[src/hdl/cllm_pkg.sv]
// Shared types and codes for the circular linked list manager.
// Holds the command codes, the sequencer states and the result flag group.
// No dependencies; the top module and the list engine import this package.
`timescale 1ns / 1ps

package cllm_pkg;

  // Width of the command field on the input transaction.
  localparam int unsigned CMD_W = 3;

  // Command codes; the two remaining codes are rejected as errors.
  typedef enum logic [CMD_W-1:0] {
    CMD_INIT      = 3'd0,
    CMD_INS_FRONT = 3'd1,
    CMD_INS_BACK  = 3'd2,
    CMD_POP       = 3'd3,
    CMD_REMOVE    = 3'd4,
    CMD_INS_AFTER = 3'd5
  } cmd_e;

  // Sequencer states of the list engine.
  typedef enum logic [3:0] {
    ST_CLEAR,
    ST_IDLE,
    ST_RD0,
    ST_RD1,
    ST_CHK,
    ST_LINK_A,
    ST_LINK_B,
    ST_UNLINK,
    ST_SINGLE,
    ST_DONE
  } state_e;

  // Status flags returned with each result, lowest bit last.
  typedef struct packed {
    logic op_error;
    logic list_empty;
    logic popped_valid;
  } res_flags_t;

endpackage

[src/hdl/circular_linked_list_manager.sv]
// The block works on one transaction at a time; each link memory has a single read and a
// single write port, and the next input is taken once the result is registered.
// Reset: synchronous, active low; afterwards a clearing pass over all NODE_COUNT nodes
// makes every node self-linked, with in_tready low meanwhile. All lists start empty.
`timescale 1ns / 1ps

module circular_linked_list_manager
  import cllm_pkg::*;
#(
  parameter int NODE_COUNT = 64,
  parameter int LIST_COUNT = 8,
  localparam int NODE_W = $clog2(NODE_COUNT),
  localparam int LIST_W = (LIST_COUNT > 1) ? $clog2(LIST_COUNT) : 1,
  localparam int IN_W   = CMD_W + LIST_W + 2 * NODE_W,
  localparam int IN_TW  = ((IN_W + 7) / 8) * 8,
  localparam int OUT_W  = NODE_W + 3,
  localparam int OUT_TW = ((OUT_W + 7) / 8) * 8
) (
  input  logic              clk,
  input  logic              rst_n,
  input  logic              in_tvalid,
  output logic              in_tready,
  // Fields from bit 0: command, list_id, node, start_node, zero padding.
  input  logic [IN_TW-1:0]  in_tdata,
  output logic              out_tvalid,
  input  logic              out_tready,
  // Fields from bit 0: popped_node, popped_valid, list_empty, op_error, zero padding.
  output logic [OUT_TW-1:0] out_tdata
);

  logic              res_valid;
  logic              res_ready;
  logic [NODE_W-1:0] res_popped_node;
  res_flags_t        res_flags;

  logic              out_tvalid_r;
  logic [OUT_TW-1:0] out_tdata_r;

  // List engine.
  cllm_core #(
    .NODE_COUNT (NODE_COUNT),
    .LIST_COUNT (LIST_COUNT)
  ) u_core (
    .clk             (clk),
    .rst_n           (rst_n),
    .req_valid       (in_tvalid),
    .req_ready       (in_tready),
    .req_command     (in_tdata[CMD_W-1:0]),
    .req_list_id     (in_tdata[CMD_W +: LIST_W]),
    .req_node        (in_tdata[CMD_W + LIST_W +: NODE_W]),
    .req_start_node  (in_tdata[CMD_W + LIST_W + NODE_W +: NODE_W]),
    .res_valid       (res_valid),
    .res_ready       (res_ready),
    .res_popped_node (res_popped_node),
    .res_flags       (res_flags)
  );

  // Output register: takes a result whenever it is empty or being emptied.
  assign res_ready = !out_tvalid_r || out_tready;

  always_ff @(posedge clk) begin
    if (!rst_n) begin
      out_tvalid_r <= 1'b0;
    end else if (res_valid && res_ready) begin
      out_tvalid_r <= 1'b1;
    end else if (out_tready) begin
      out_tvalid_r <= 1'b0;
    end
  end

  always_ff @(posedge clk) begin
    if (res_valid && res_ready) begin
      out_tdata_r <= OUT_TW'({res_flags, res_popped_node});
    end
  end

  assign out_tvalid = out_tvalid_r;
  assign out_tdata  = out_tdata_r;

endmodule

[src/hdl/cllm_ram.sv]
// Generic single-write, single-read memory with a registered read port.
// Used for the forward links, the backward links and the list heads.
// No dependencies.
`timescale 1ns / 1ps

module cllm_ram #(
  parameter int WIDTH = 8,
  parameter int DEPTH = 16,
  localparam int AW = (DEPTH > 1) ? $clog2(DEPTH) : 1
) (
  input  logic             clk,
  input  logic             we,
  input  logic [AW-1:0]    waddr,
  input  logic [WIDTH-1:0] wdata,
  input  logic [AW-1:0]    raddr,
  output logic [WIDTH-1:0] rdata
);

  logic [WIDTH-1:0] mem_r [DEPTH];
  logic [WIDTH-1:0] rdata_r;

  // Write port.
  always_ff @(posedge clk) begin
    if (we) begin
      mem_r[waddr] <= wdata;
    end
  end

  // Registered read port; a read in the cycle of a write returns the old data.
  always_ff @(posedge clk) begin
    rdata_r <= mem_r[raddr];
  end

  assign rdata = rdata_r;

endmodule

[src/hdl/cllm_core.sv]
// List engine: sequencer, shared node comparator, the two link memories and the head memory.
// Depends on cllm_pkg for codes and states and on cllm_ram for storage.
// Takes one request at a time and hands back one result with its flags.
`timescale 1ns / 1ps

module cllm_core
  import cllm_pkg::*;
#(
  parameter int NODE_COUNT = 64,
  parameter int LIST_COUNT = 8,
  localparam int NODE_W = $clog2(NODE_COUNT),
  localparam int LIST_W = (LIST_COUNT > 1) ? $clog2(LIST_COUNT) : 1
) (
  input  logic              clk,
  input  logic              rst_n,
  input  logic              req_valid,
  output logic              req_ready,
  input  logic [CMD_W-1:0]  req_command,
  input  logic [LIST_W-1:0] req_list_id,
  input  logic [NODE_W-1:0] req_node,
  input  logic [NODE_W-1:0] req_start_node,
  output logic              res_valid,
  input  logic              res_ready,
  output logic [NODE_W-1:0] res_popped_node,
  output res_flags_t        res_flags
);

  localparam int LIST_SPAN = 1 << LIST_W;

  state_e state_r, state_nxt;

  // Captured request and working registers.
  cmd_e              cmd_r;
  logic [LIST_W-1:0] lst_r;
  logic [NODE_W-1:0] node_r;
  logic [NODE_W-1:0] strt_r;
  logic [NODE_W-1:0] a_r;     // forward neighbour of the node being linked
  logic [NODE_W-1:0] b_r;     // backward neighbour of the node being linked
  logic [NODE_W-1:0] h_r;
  logic              eq_r;
  logic              err_r;
  logic              pop_r;
  logic [NODE_W-1:0] clr_cnt_r;
  logic [LIST_SPAN-1:0] present_r;

  // Memory ports.
  logic              nxt_we, prv_we, hd_we;
  logic [NODE_W-1:0] nxt_waddr, nxt_wdata, prv_waddr, prv_wdata, hd_wdata;
  logic [NODE_W-1:0] nxt_raddr, prv_raddr;
  logic [NODE_W-1:0] nxt_rdata, prv_rdata, hd_rdata;

  // Control strobes from the sequencer.
  logic pres_set, pres_clr, err_set;

  // Shared comparator.
  logic [NODE_W-1:0] cmp_a;
  logic              cmp_eq;

  logic node_bad, strt_bad, lst_bad, cmd_bad, bad_req;
  logic lst_present;
  logic clr_last;

  // Range and code checks on the captured request.
  assign node_bad = {1'b0, node_r} >= (NODE_W + 1)'(NODE_COUNT);
  assign strt_bad = {1'b0, strt_r} >= (NODE_W + 1)'(NODE_COUNT);
  assign lst_bad  = {1'b0, lst_r} >= (LIST_W + 1)'(LIST_COUNT);

  always_comb begin
    case (cmd_r) inside
      CMD_INIT, CMD_INS_FRONT, CMD_INS_BACK, CMD_POP, CMD_REMOVE: cmd_bad = 1'b0;
      CMD_INS_AFTER: cmd_bad = strt_bad;
      default:       cmd_bad = 1'b1;
    endcase
  end

  assign bad_req     = lst_bad || node_bad || cmd_bad;
  assign lst_present = present_r[lst_r];
  assign clr_last    = (clr_cnt_r == NODE_W'(NODE_COUNT - 1));

  // Read addresses: the node (or start node) first, then the head's predecessor.
  assign nxt_raddr = (cmd_r == CMD_INS_AFTER) ? strt_r : node_r;
  assign prv_raddr = (state_r == ST_RD1) ? hd_rdata : node_r;

  // The one equality comparator, its first operand chosen by state.
  always_comb begin
    cmp_a = node_r;
    if (state_r == ST_RD1) begin
      cmp_a = (cmd_r == CMD_INS_AFTER) ? strt_r : nxt_rdata;
    end else if (state_r == ST_CHK) begin
      cmp_a = (cmd_r == CMD_REMOVE) ? h_r : b_r;
    end
  end

  assign cmp_eq = (cmp_a == node_r);

  // State register.
  always_ff @(posedge clk) begin
    if (!rst_n) begin
      state_r <= ST_CLEAR;
    end else begin
      state_r <= state_nxt;
    end
  end

  // Next state and memory write strobes.
  always_comb begin
    state_nxt = state_r;
    nxt_we    = 1'b0;
    nxt_waddr = node_r;
    nxt_wdata = node_r;
    prv_we    = 1'b0;
    prv_waddr = node_r;
    prv_wdata = node_r;
    hd_we     = 1'b0;
    hd_wdata  = node_r;
    pres_set  = 1'b0;
    pres_clr  = 1'b0;
    err_set   = 1'b0;
    unique case (state_r)
      ST_CLEAR: begin
        nxt_we    = 1'b1;
        prv_we    = 1'b1;
        nxt_waddr = clr_cnt_r;
        nxt_wdata = clr_cnt_r;
        prv_waddr = clr_cnt_r;
        prv_wdata = clr_cnt_r;
        if (clr_last) begin
          state_nxt = ST_IDLE;
        end
      end
      ST_IDLE: begin
        if (req_valid) begin
          state_nxt = ST_RD0;
        end
      end
      ST_RD0: begin
        if (bad_req) begin
          err_set   = 1'b1;
          state_nxt = ST_DONE;
        end else if (cmd_r == CMD_INIT) begin
          nxt_we    = 1'b1;
          prv_we    = 1'b1;
          state_nxt = ST_DONE;
        end else begin
          state_nxt = ST_RD1;
        end
      end
      ST_RD1: begin
        case (cmd_r)
          CMD_POP: begin
            state_nxt = lst_present ? ST_RD0 : ST_DONE;
          end
          CMD_REMOVE: begin
            if (!lst_present) begin
              err_set   = 1'b1;
              state_nxt = ST_DONE;
            end else begin
              state_nxt = ST_CHK;
            end
          end
          CMD_INS_AFTER: begin
            if (!lst_present || cmp_eq) begin
              err_set   = 1'b1;
              state_nxt = ST_DONE;
            end else begin
              state_nxt = ST_LINK_A;
            end
          end
          default: begin
            state_nxt = ST_CHK;
          end
        endcase
      end
      ST_CHK: begin
        if (cmd_r == CMD_REMOVE) begin
          if (eq_r) begin
            // A self-linked node may only leave as the sole head.
            if (!cmp_eq) begin
              err_set   = 1'b1;
              state_nxt = ST_DONE;
            end else begin
              pres_clr  = 1'b1;
              state_nxt = ST_SINGLE;
            end
          end else begin
            if (cmp_eq) begin
              hd_we    = 1'b1;
              hd_wdata = a_r;
            end
            state_nxt = ST_UNLINK;
          end
        end else begin
          // Insert at front or back: the node must be self-linked.
          if (!(eq_r && cmp_eq)) begin
            err_set   = 1'b1;
            state_nxt = ST_DONE;
          end else if (!lst_present) begin
            hd_we     = 1'b1;
            pres_set  = 1'b1;
            state_nxt = ST_DONE;
          end else begin
            state_nxt = ST_LINK_A;
          end
        end
      end
      ST_LINK_A: begin
        nxt_we    = 1'b1;
        nxt_wdata = a_r;
        prv_we    = 1'b1;
        prv_wdata = b_r;
        state_nxt = ST_LINK_B;
      end
      ST_LINK_B: begin
        nxt_we    = 1'b1;
        nxt_waddr = b_r;
        prv_we    = 1'b1;
        prv_waddr = a_r;
        hd_we     = (cmd_r == CMD_INS_FRONT);
        state_nxt = ST_DONE;
      end
      ST_UNLINK: begin
        nxt_we    = 1'b1;
        nxt_waddr = b_r;
        nxt_wdata = a_r;
        prv_we    = 1'b1;
        prv_waddr = a_r;
        prv_wdata = b_r;
        state_nxt = ST_SINGLE;
      end
      ST_SINGLE: begin
        nxt_we    = 1'b1;
        prv_we    = 1'b1;
        state_nxt = ST_DONE;
      end
      ST_DONE: begin
        if (res_ready) begin
          state_nxt = ST_IDLE;
        end
      end
      default: begin
        state_nxt = ST_IDLE;
      end
    endcase
  end

  // Control registers: clearing counter, list presence, error and pop marks.
  always_ff @(posedge clk) begin
    if (!rst_n) begin
      clr_cnt_r <= '0;
      present_r <= '0;
      err_r     <= 1'b0;
      pop_r     <= 1'b0;
    end else begin
      if (state_r == ST_CLEAR) begin
        clr_cnt_r <= clr_cnt_r + 1'b1;
      end
      if (pres_set) begin
        present_r[lst_r] <= 1'b1;
      end else if (pres_clr) begin
        present_r[lst_r] <= 1'b0;
      end
      if (state_r == ST_IDLE && req_valid) begin
        err_r <= 1'b0;
        pop_r <= 1'b0;
      end else begin
        if (err_set) begin
          err_r <= 1'b1;
        end
        if (state_r == ST_RD1 && cmd_r == CMD_POP) begin
          pop_r <= lst_present;
        end
      end
    end
  end

  // Working registers of the current transaction.
  always_ff @(posedge clk) begin
    case (state_r)
      ST_IDLE: begin
        if (req_valid) begin
          cmd_r  <= cmd_e'(req_command);
          lst_r  <= req_list_id;
          node_r <= req_node;
          strt_r <= req_start_node;
        end
      end
      ST_RD1: begin
        eq_r <= cmp_eq;
        h_r  <= hd_rdata;
        case (cmd_r)
          CMD_POP: begin
            // Pop becomes a removal of the current head.
            node_r <= hd_rdata;
            cmd_r  <= CMD_REMOVE;
          end
          CMD_INS_AFTER: begin
            a_r <= nxt_rdata;
            b_r <= strt_r;
          end
          CMD_REMOVE: begin
            a_r <= nxt_rdata;
            b_r <= prv_rdata;
          end
          default: begin
            a_r <= hd_rdata;
            b_r <= prv_rdata;
          end
        endcase
      end
      ST_CHK: begin
        if (cmd_r != CMD_REMOVE) begin
          b_r <= prv_rdata;
        end
      end
      default: begin
      end
    endcase
  end

  // Link and head storage.
  cllm_ram #(.WIDTH(NODE_W), .DEPTH(NODE_COUNT)) u_next_ram (
    .clk   (clk),
    .we    (nxt_we),
    .waddr (nxt_waddr),
    .wdata (nxt_wdata),
    .raddr (nxt_raddr),
    .rdata (nxt_rdata)
  );

  cllm_ram #(.WIDTH(NODE_W), .DEPTH(NODE_COUNT)) u_prev_ram (
    .clk   (clk),
    .we    (prv_we),
    .waddr (prv_waddr),
    .wdata (prv_wdata),
    .raddr (prv_raddr),
    .rdata (prv_rdata)
  );

  cllm_ram #(.WIDTH(NODE_W), .DEPTH(LIST_COUNT)) u_head_ram (
    .clk   (clk),
    .we    (hd_we),
    .waddr (lst_r),
    .wdata (hd_wdata),
    .raddr (lst_r),
    .rdata (hd_rdata)
  );

  // Result of the finished transaction.
  assign req_ready              = (state_r == ST_IDLE);
  assign res_valid              = (state_r == ST_DONE);
  assign res_popped_node        = pop_r ? node_r : '0;
  assign res_flags.popped_valid = pop_r;
  assign res_flags.op_error     = err_r;
  assign res_flags.list_empty   = lst_bad ? 1'b1 : !lst_present;

  // A successful pop never reports an error.
  a_pop_no_error: assert property (@(posedge clk) disable iff (!rst_n)
    res_valid && res_flags.popped_valid |-> !res_flags.op_error)
    else $error("pop reported together with an error");

  // An accepted request always starts with the first read state.
  a_accept_reads: assert property (@(posedge clk) disable iff (!rst_n)
    req_valid && req_ready |=> state_r == ST_RD0)
    else $error("accepted request did not start the read sequence");

  // Nothing is written to the link or head memories while waiting for work or holding a result.
  a_idle_no_write: assert property (@(posedge clk) disable iff (!rst_n)
    state_r == ST_IDLE || state_r == ST_DONE |-> !nxt_we && !prv_we && !hd_we)
    else $error("memory written outside an operation");

  // A failed check leaves the presence bits untouched.
  a_err_keeps_present: assert property (@(posedge clk) disable iff (!rst_n)
    err_set |=> $stable(present_r))
    else $error("presence changed on a failed operation");

endmodule
[config.mk]
export PLATFORM = sky130hd
export DESIGN_NAME = circular_linked_list_manager
export DESIGN_NICKNAME = d
export VERILOG_FILES = /design/src/hdl/cllm_pkg.sv /design/src/hdl/circular_linked_list_manager.sv /design/src/hdl/cllm_ram.sv /design/src/hdl/cllm_core.sv
export SDC_FILE = /design/constraint.sdc
export NUM_CORES = 1
export LEC_CHECK = 0
export BUFFER_PORTS_ARGS = -buffer_cell sky130_fd_sc_hd__buf_2
export CORE_ASPECT_RATIO = 1.4
export CORE_MARGIN = 3
export CORE_UTILIZATION = 40
export CTS_CLUSTER_DIAMETER = 30
export DETAILED_ROUTE_END_ITERATION = 7
export HOLD_SLACK_MARGIN = 0.05
export SLEW_MARGIN = 40
export SYNTH_ARGS = -nofsm -noshare
export SYNTH_HDL_FRONTEND = slang
export SYNTH_SLANG_ARGS = --single-unit
[constraint.sdc]
create_clock -name clk -period 5 [get_ports clk]
set_input_delay 0.25 -clock clk [delete_from_list [all_inputs] [get_ports clk]]
set_output_delay 0.25 -clock clk [all_outputs]
set_load 0.005 [all_outputs]
==> flow_summary.ini <==
[run_status]
status = finished, final reports clean

[timing]
slew_viol_final = 0
finalCritPeriodShare = 0.783
clock_skew_ns = 0.0532
rsz0062_at_grt = no
final-setup-viol-count = 0
tns_ns = 0
fin_crit_ns = 3.92
setup_slack_ns = 1.08
worst_slew_pin_slew_ns = 0.840
hold_violations = 0
slew_headroom = 0.440
max_freq_mhz = 255

[worst_setup_path]
critPathSlowestCell = dfxtp_1
critPathMaxStageDelay_ns = 0.67
cp.required_ns = 5.60
cp_data_arrival_time_ns = 4.52
cp-start-kind = register
worstReg2RegEnd = u_core.u_prev_ram.rdata[4]$_DFF_P_
critPathKind = register to register
cp_max_fo = 118
cp.buffers_inverters = 3
cp-startpoint = u_core.state_r[0]$_SDFFE_PN0P_
crit_chain = nand4bb_1, inv_1, buf_4, mux2i_4, buf_12, a21oi_1, a22oi_1, o22ai_1, nor3_1, o21ai_0, nand3_1
regToRegSetupSlack_ns = 1.08
r2r-start = u_core.state_r[0]$_SDFFE_PN0P_
critPathCapture = u_core.u_prev_ram.rdata[4]$_DFF_P_
r2r_cells = 11
cp_num_cells = 11
worstSetupEndpointType = register
path_delay_family = buffers and inverters

[synthesis]
synth_area_um2 = 36400
async_flop_share = 0
muxShareOfSynthArea = 0.0605
synth-seq-cells = 901
syn_avg_cell_area_um2 = 14.4
seq_area_frac_synth = 0.732
synth.distinct_cells = 69
synth-simple-area-share = 0.120
synth_flop_cell = edfxtp_1
synth_compound_area_frac = 0.0668
synth_xor_area_frac = 0.00216
ys_warn_count = 0
synth_edf_count = 862
synthAdderAreaFrac = 0.000344
synth_top_family_by_area = simple AND/OR/NAND/NOR gates
syn_inst = 2528

[route]
vias_per_cell = 5.63
wl_mm = 92.8
drtIter0Drc = 2282
drtPass1Iterations = 6
ant_nets = 0
drcViolationCount = 0
dr_total_vias = 22050
wire_per_inst_um = 23.7

[placed_design]
place.gp.congestion = 0.940
io_buffers = 32
placed_cells = 3667
dpl_worst_slack_ns = 0.998
dp_hpwl_mm = 60.7

[grt]
grt_pass1_wl_mm = 138
grt_use_total = 0.193
antenna_found_initial = 3
grt_max_degree = 119
grt_pass1_vias = 22219
gr-total-overflow = 0

[clock_network]
clock_latency_ns = 0.68
cts-resized-gates = 0
htreeDepth = 3
clockRootBuffer = clkbuf_16
clkTransAtPathRegs_ns = 0.06
cts_buffers = 119
tritoncts = built
clock_sinks = 901
clock_path_buffers = 3

[floorplanning]
floorplan.initialDensity = 0.405
rows = 130
die_x_um = 261
io_pins = 46
fp.dieH_um = 363
core_um2 = 89900
design.die.area_um2 = 94800

[cells_and_area]
nNetsFinal = 2651
utilization = 0.474
final_cells = 3914
n_antenna_cell = 0
layout_common_cells = edfxtp_1 (862), nand2_1 (505), nor2_1 (192)
drive_gt1_frac = 0.154
syn2layout_area_growth_pct = 17.0
fillers = 7624
final_common_cell = edfxtp_1

[pwr]
power_density_nw_per_um2 = 411
p_total_uw = 17500
leakagePower_uw = 0.0146
peakVddDrop_uv = 379

[run]
maxCapViolCount = 0

[worst_hold_path]
hold_class = primary input to register
-- sequential cells by signal (all words and copies together) (netlist names), 6 cells and up, named ones only --
register and flops:
u_core.clr_cnt_r 6, u_core.u_head_ram.mem_r 48, u_core.u_next_ram.rdata 6, u_core.u_prev_ram.rdata 6, u_core.h_r 6, out_tdata 9
u_core.u_head_ram.rdata 6, u_core.u_next_ram.mem_r 384, u_core.b_r 6, u_core.node_r 6, u_core.u_prev_ram.mem_r 384, u_core.strt_r 6
u_core.a_r 6
-- cells in the mapped netlist, types with 3 or more instances --
library cell | count | area share
nor2b_1 | 11 | 0.0019
xnor2_1 | 7 | 0.0017
a22oi_1 | 68 | 0.014
dfxtp_1 | 39 | 0.021
a32oi_1 | 44 | 0.011
buf_1 | 14 | 0.0014
or3b_2 | 3 | 0.00072
buf_4 | 10 | 0.0021
or3_1 | 8 | 0.0014
mux4_2 | 66 | 0.041
mux2_2 | 18 | 0.0056
edfxtp_1 | 862 | 0.71
nand3b_1 | 5 | 0.0010
inv_1 | 7 | 0.00072
and2_1 | 25 | 0.0043
and3_1 | 21 | 0.0036
nand2b_1 | 3 | 0.00052
nand3_1 | 129 | 0.018
a21boi_0 | 3 | 0.00062
buf_2 | 20 | 0.0027
a22o_1 | 18 | 0.0043
a211oi_1 | 5 | 0.0010
and3b_1 | 3 | 0.00072
a31oi_1 | 35 | 0.0060
nor3b_1 | 5 | 0.0010
o21ai_0 | 26 | 0.0036
o221a_2 | 7 | 0.0022
or2_2 | 3 | 0.00052
a311oi_1 | 3 | 0.00072
clkbuf_1 | 95 | 0.0098
and4b_1 | 4 | 0.0011
nand2_1 | 505 | 0.052
nand4_1 | 48 | 0.0082
mux2i_1 | 50 | 0.014
a21o_1 | 26 | 0.0054
o22ai_1 | 9 | 0.0015
nor2_1 | 194 | 0.020
nor3_1 | 16 | 0.0022
a221oi_1 | 11 | 0.0026
a21oi_1 | 64 | 0.0088
-- stage by stage --
stage	hold WS (ns)	cell area [µm²]
final	0.298	42600
after global placement	0.429	38000
after floorplan	0.349	36400
after CTS	0.252	42600
after global routing	0.300	42600
after detailed placement	0.440	38100
-- logic make-up (layout without fill, tap and decap cells) --
logic type	after synthesis	in the layout
other	1	7
muxes	135	135
xor gates and xnor gates	9	9
AOI/OAI and AO/OA	337	337
buffers and inverters	149	341
DFF	901	901
adders and majority gates	1	1
and+or+nand+nor	995	995
-- how the worst min path moves through the flow --
| stage | startpoint | end | cells after the start |
|---|---|---|---|
| floorplan | in_tdata[3] | u_core.lst_r[0]$_DFFE_PP_ | 0 |
| global placement | u_core.err_r$_SDFFE_PP0P_ | out_tdata[8]$_DFFE_PP_ | 0 |
| detailed placement | u_core.err_r$_SDFFE_PP0P_ | out_tdata[8]$_DFFE_PP_ | 0 |
| CTS | in_tdata[4] | u_core.lst_r[1]$_DFFE_PP_ | 2 |
| global route | in_tdata[3] | u_core.lst_r[0]$_DFFE_PP_ | 2 |
| finish | in_tdata[3] | u_core.lst_r[0]$_DFFE_PP_ | 2 |
-- power by group --
group	switching (µW)	internal [µW]	leakage, µW	total, µW
logic	204	54.1	0.00413	258
clock network	3350	5610	0.00208	8960
registers	12.4	8280	0.00838	8290
-- layout make-up --
type | count | area (µm²) | area share
clock inverter | 95 | 1210 | 0.0285
sequential | 901 | 26700 | 0.625
multi-input combinational | 1484 | 9310 | 0.218
clock buffer | 130 | 3080 | 0.0723
inverter | 8 | 31.3 | 0.000734
tap | 1188 | 1490 | 0.0349
timing repair buffer | 108 | 842 | 0.0198
-- layer usage --
metal | GRT usage | vias up | share of wire
met5 | 0 | - | 0
met4 | 0.0975 | 0 | 0.052
met3 | 0.0268 | 225 | 0.056
met2 | 0.341 | 814 | 0.51
met1 | 0.231 | 11142 | 0.38
li1 | - | 9869 | -
-- timing repair --
item,in CTS,in global routing
hold endpoints to repair,39,0
hold buffers,22,0
setup buffers,0,0
Power figures use the tool's default switching activity.
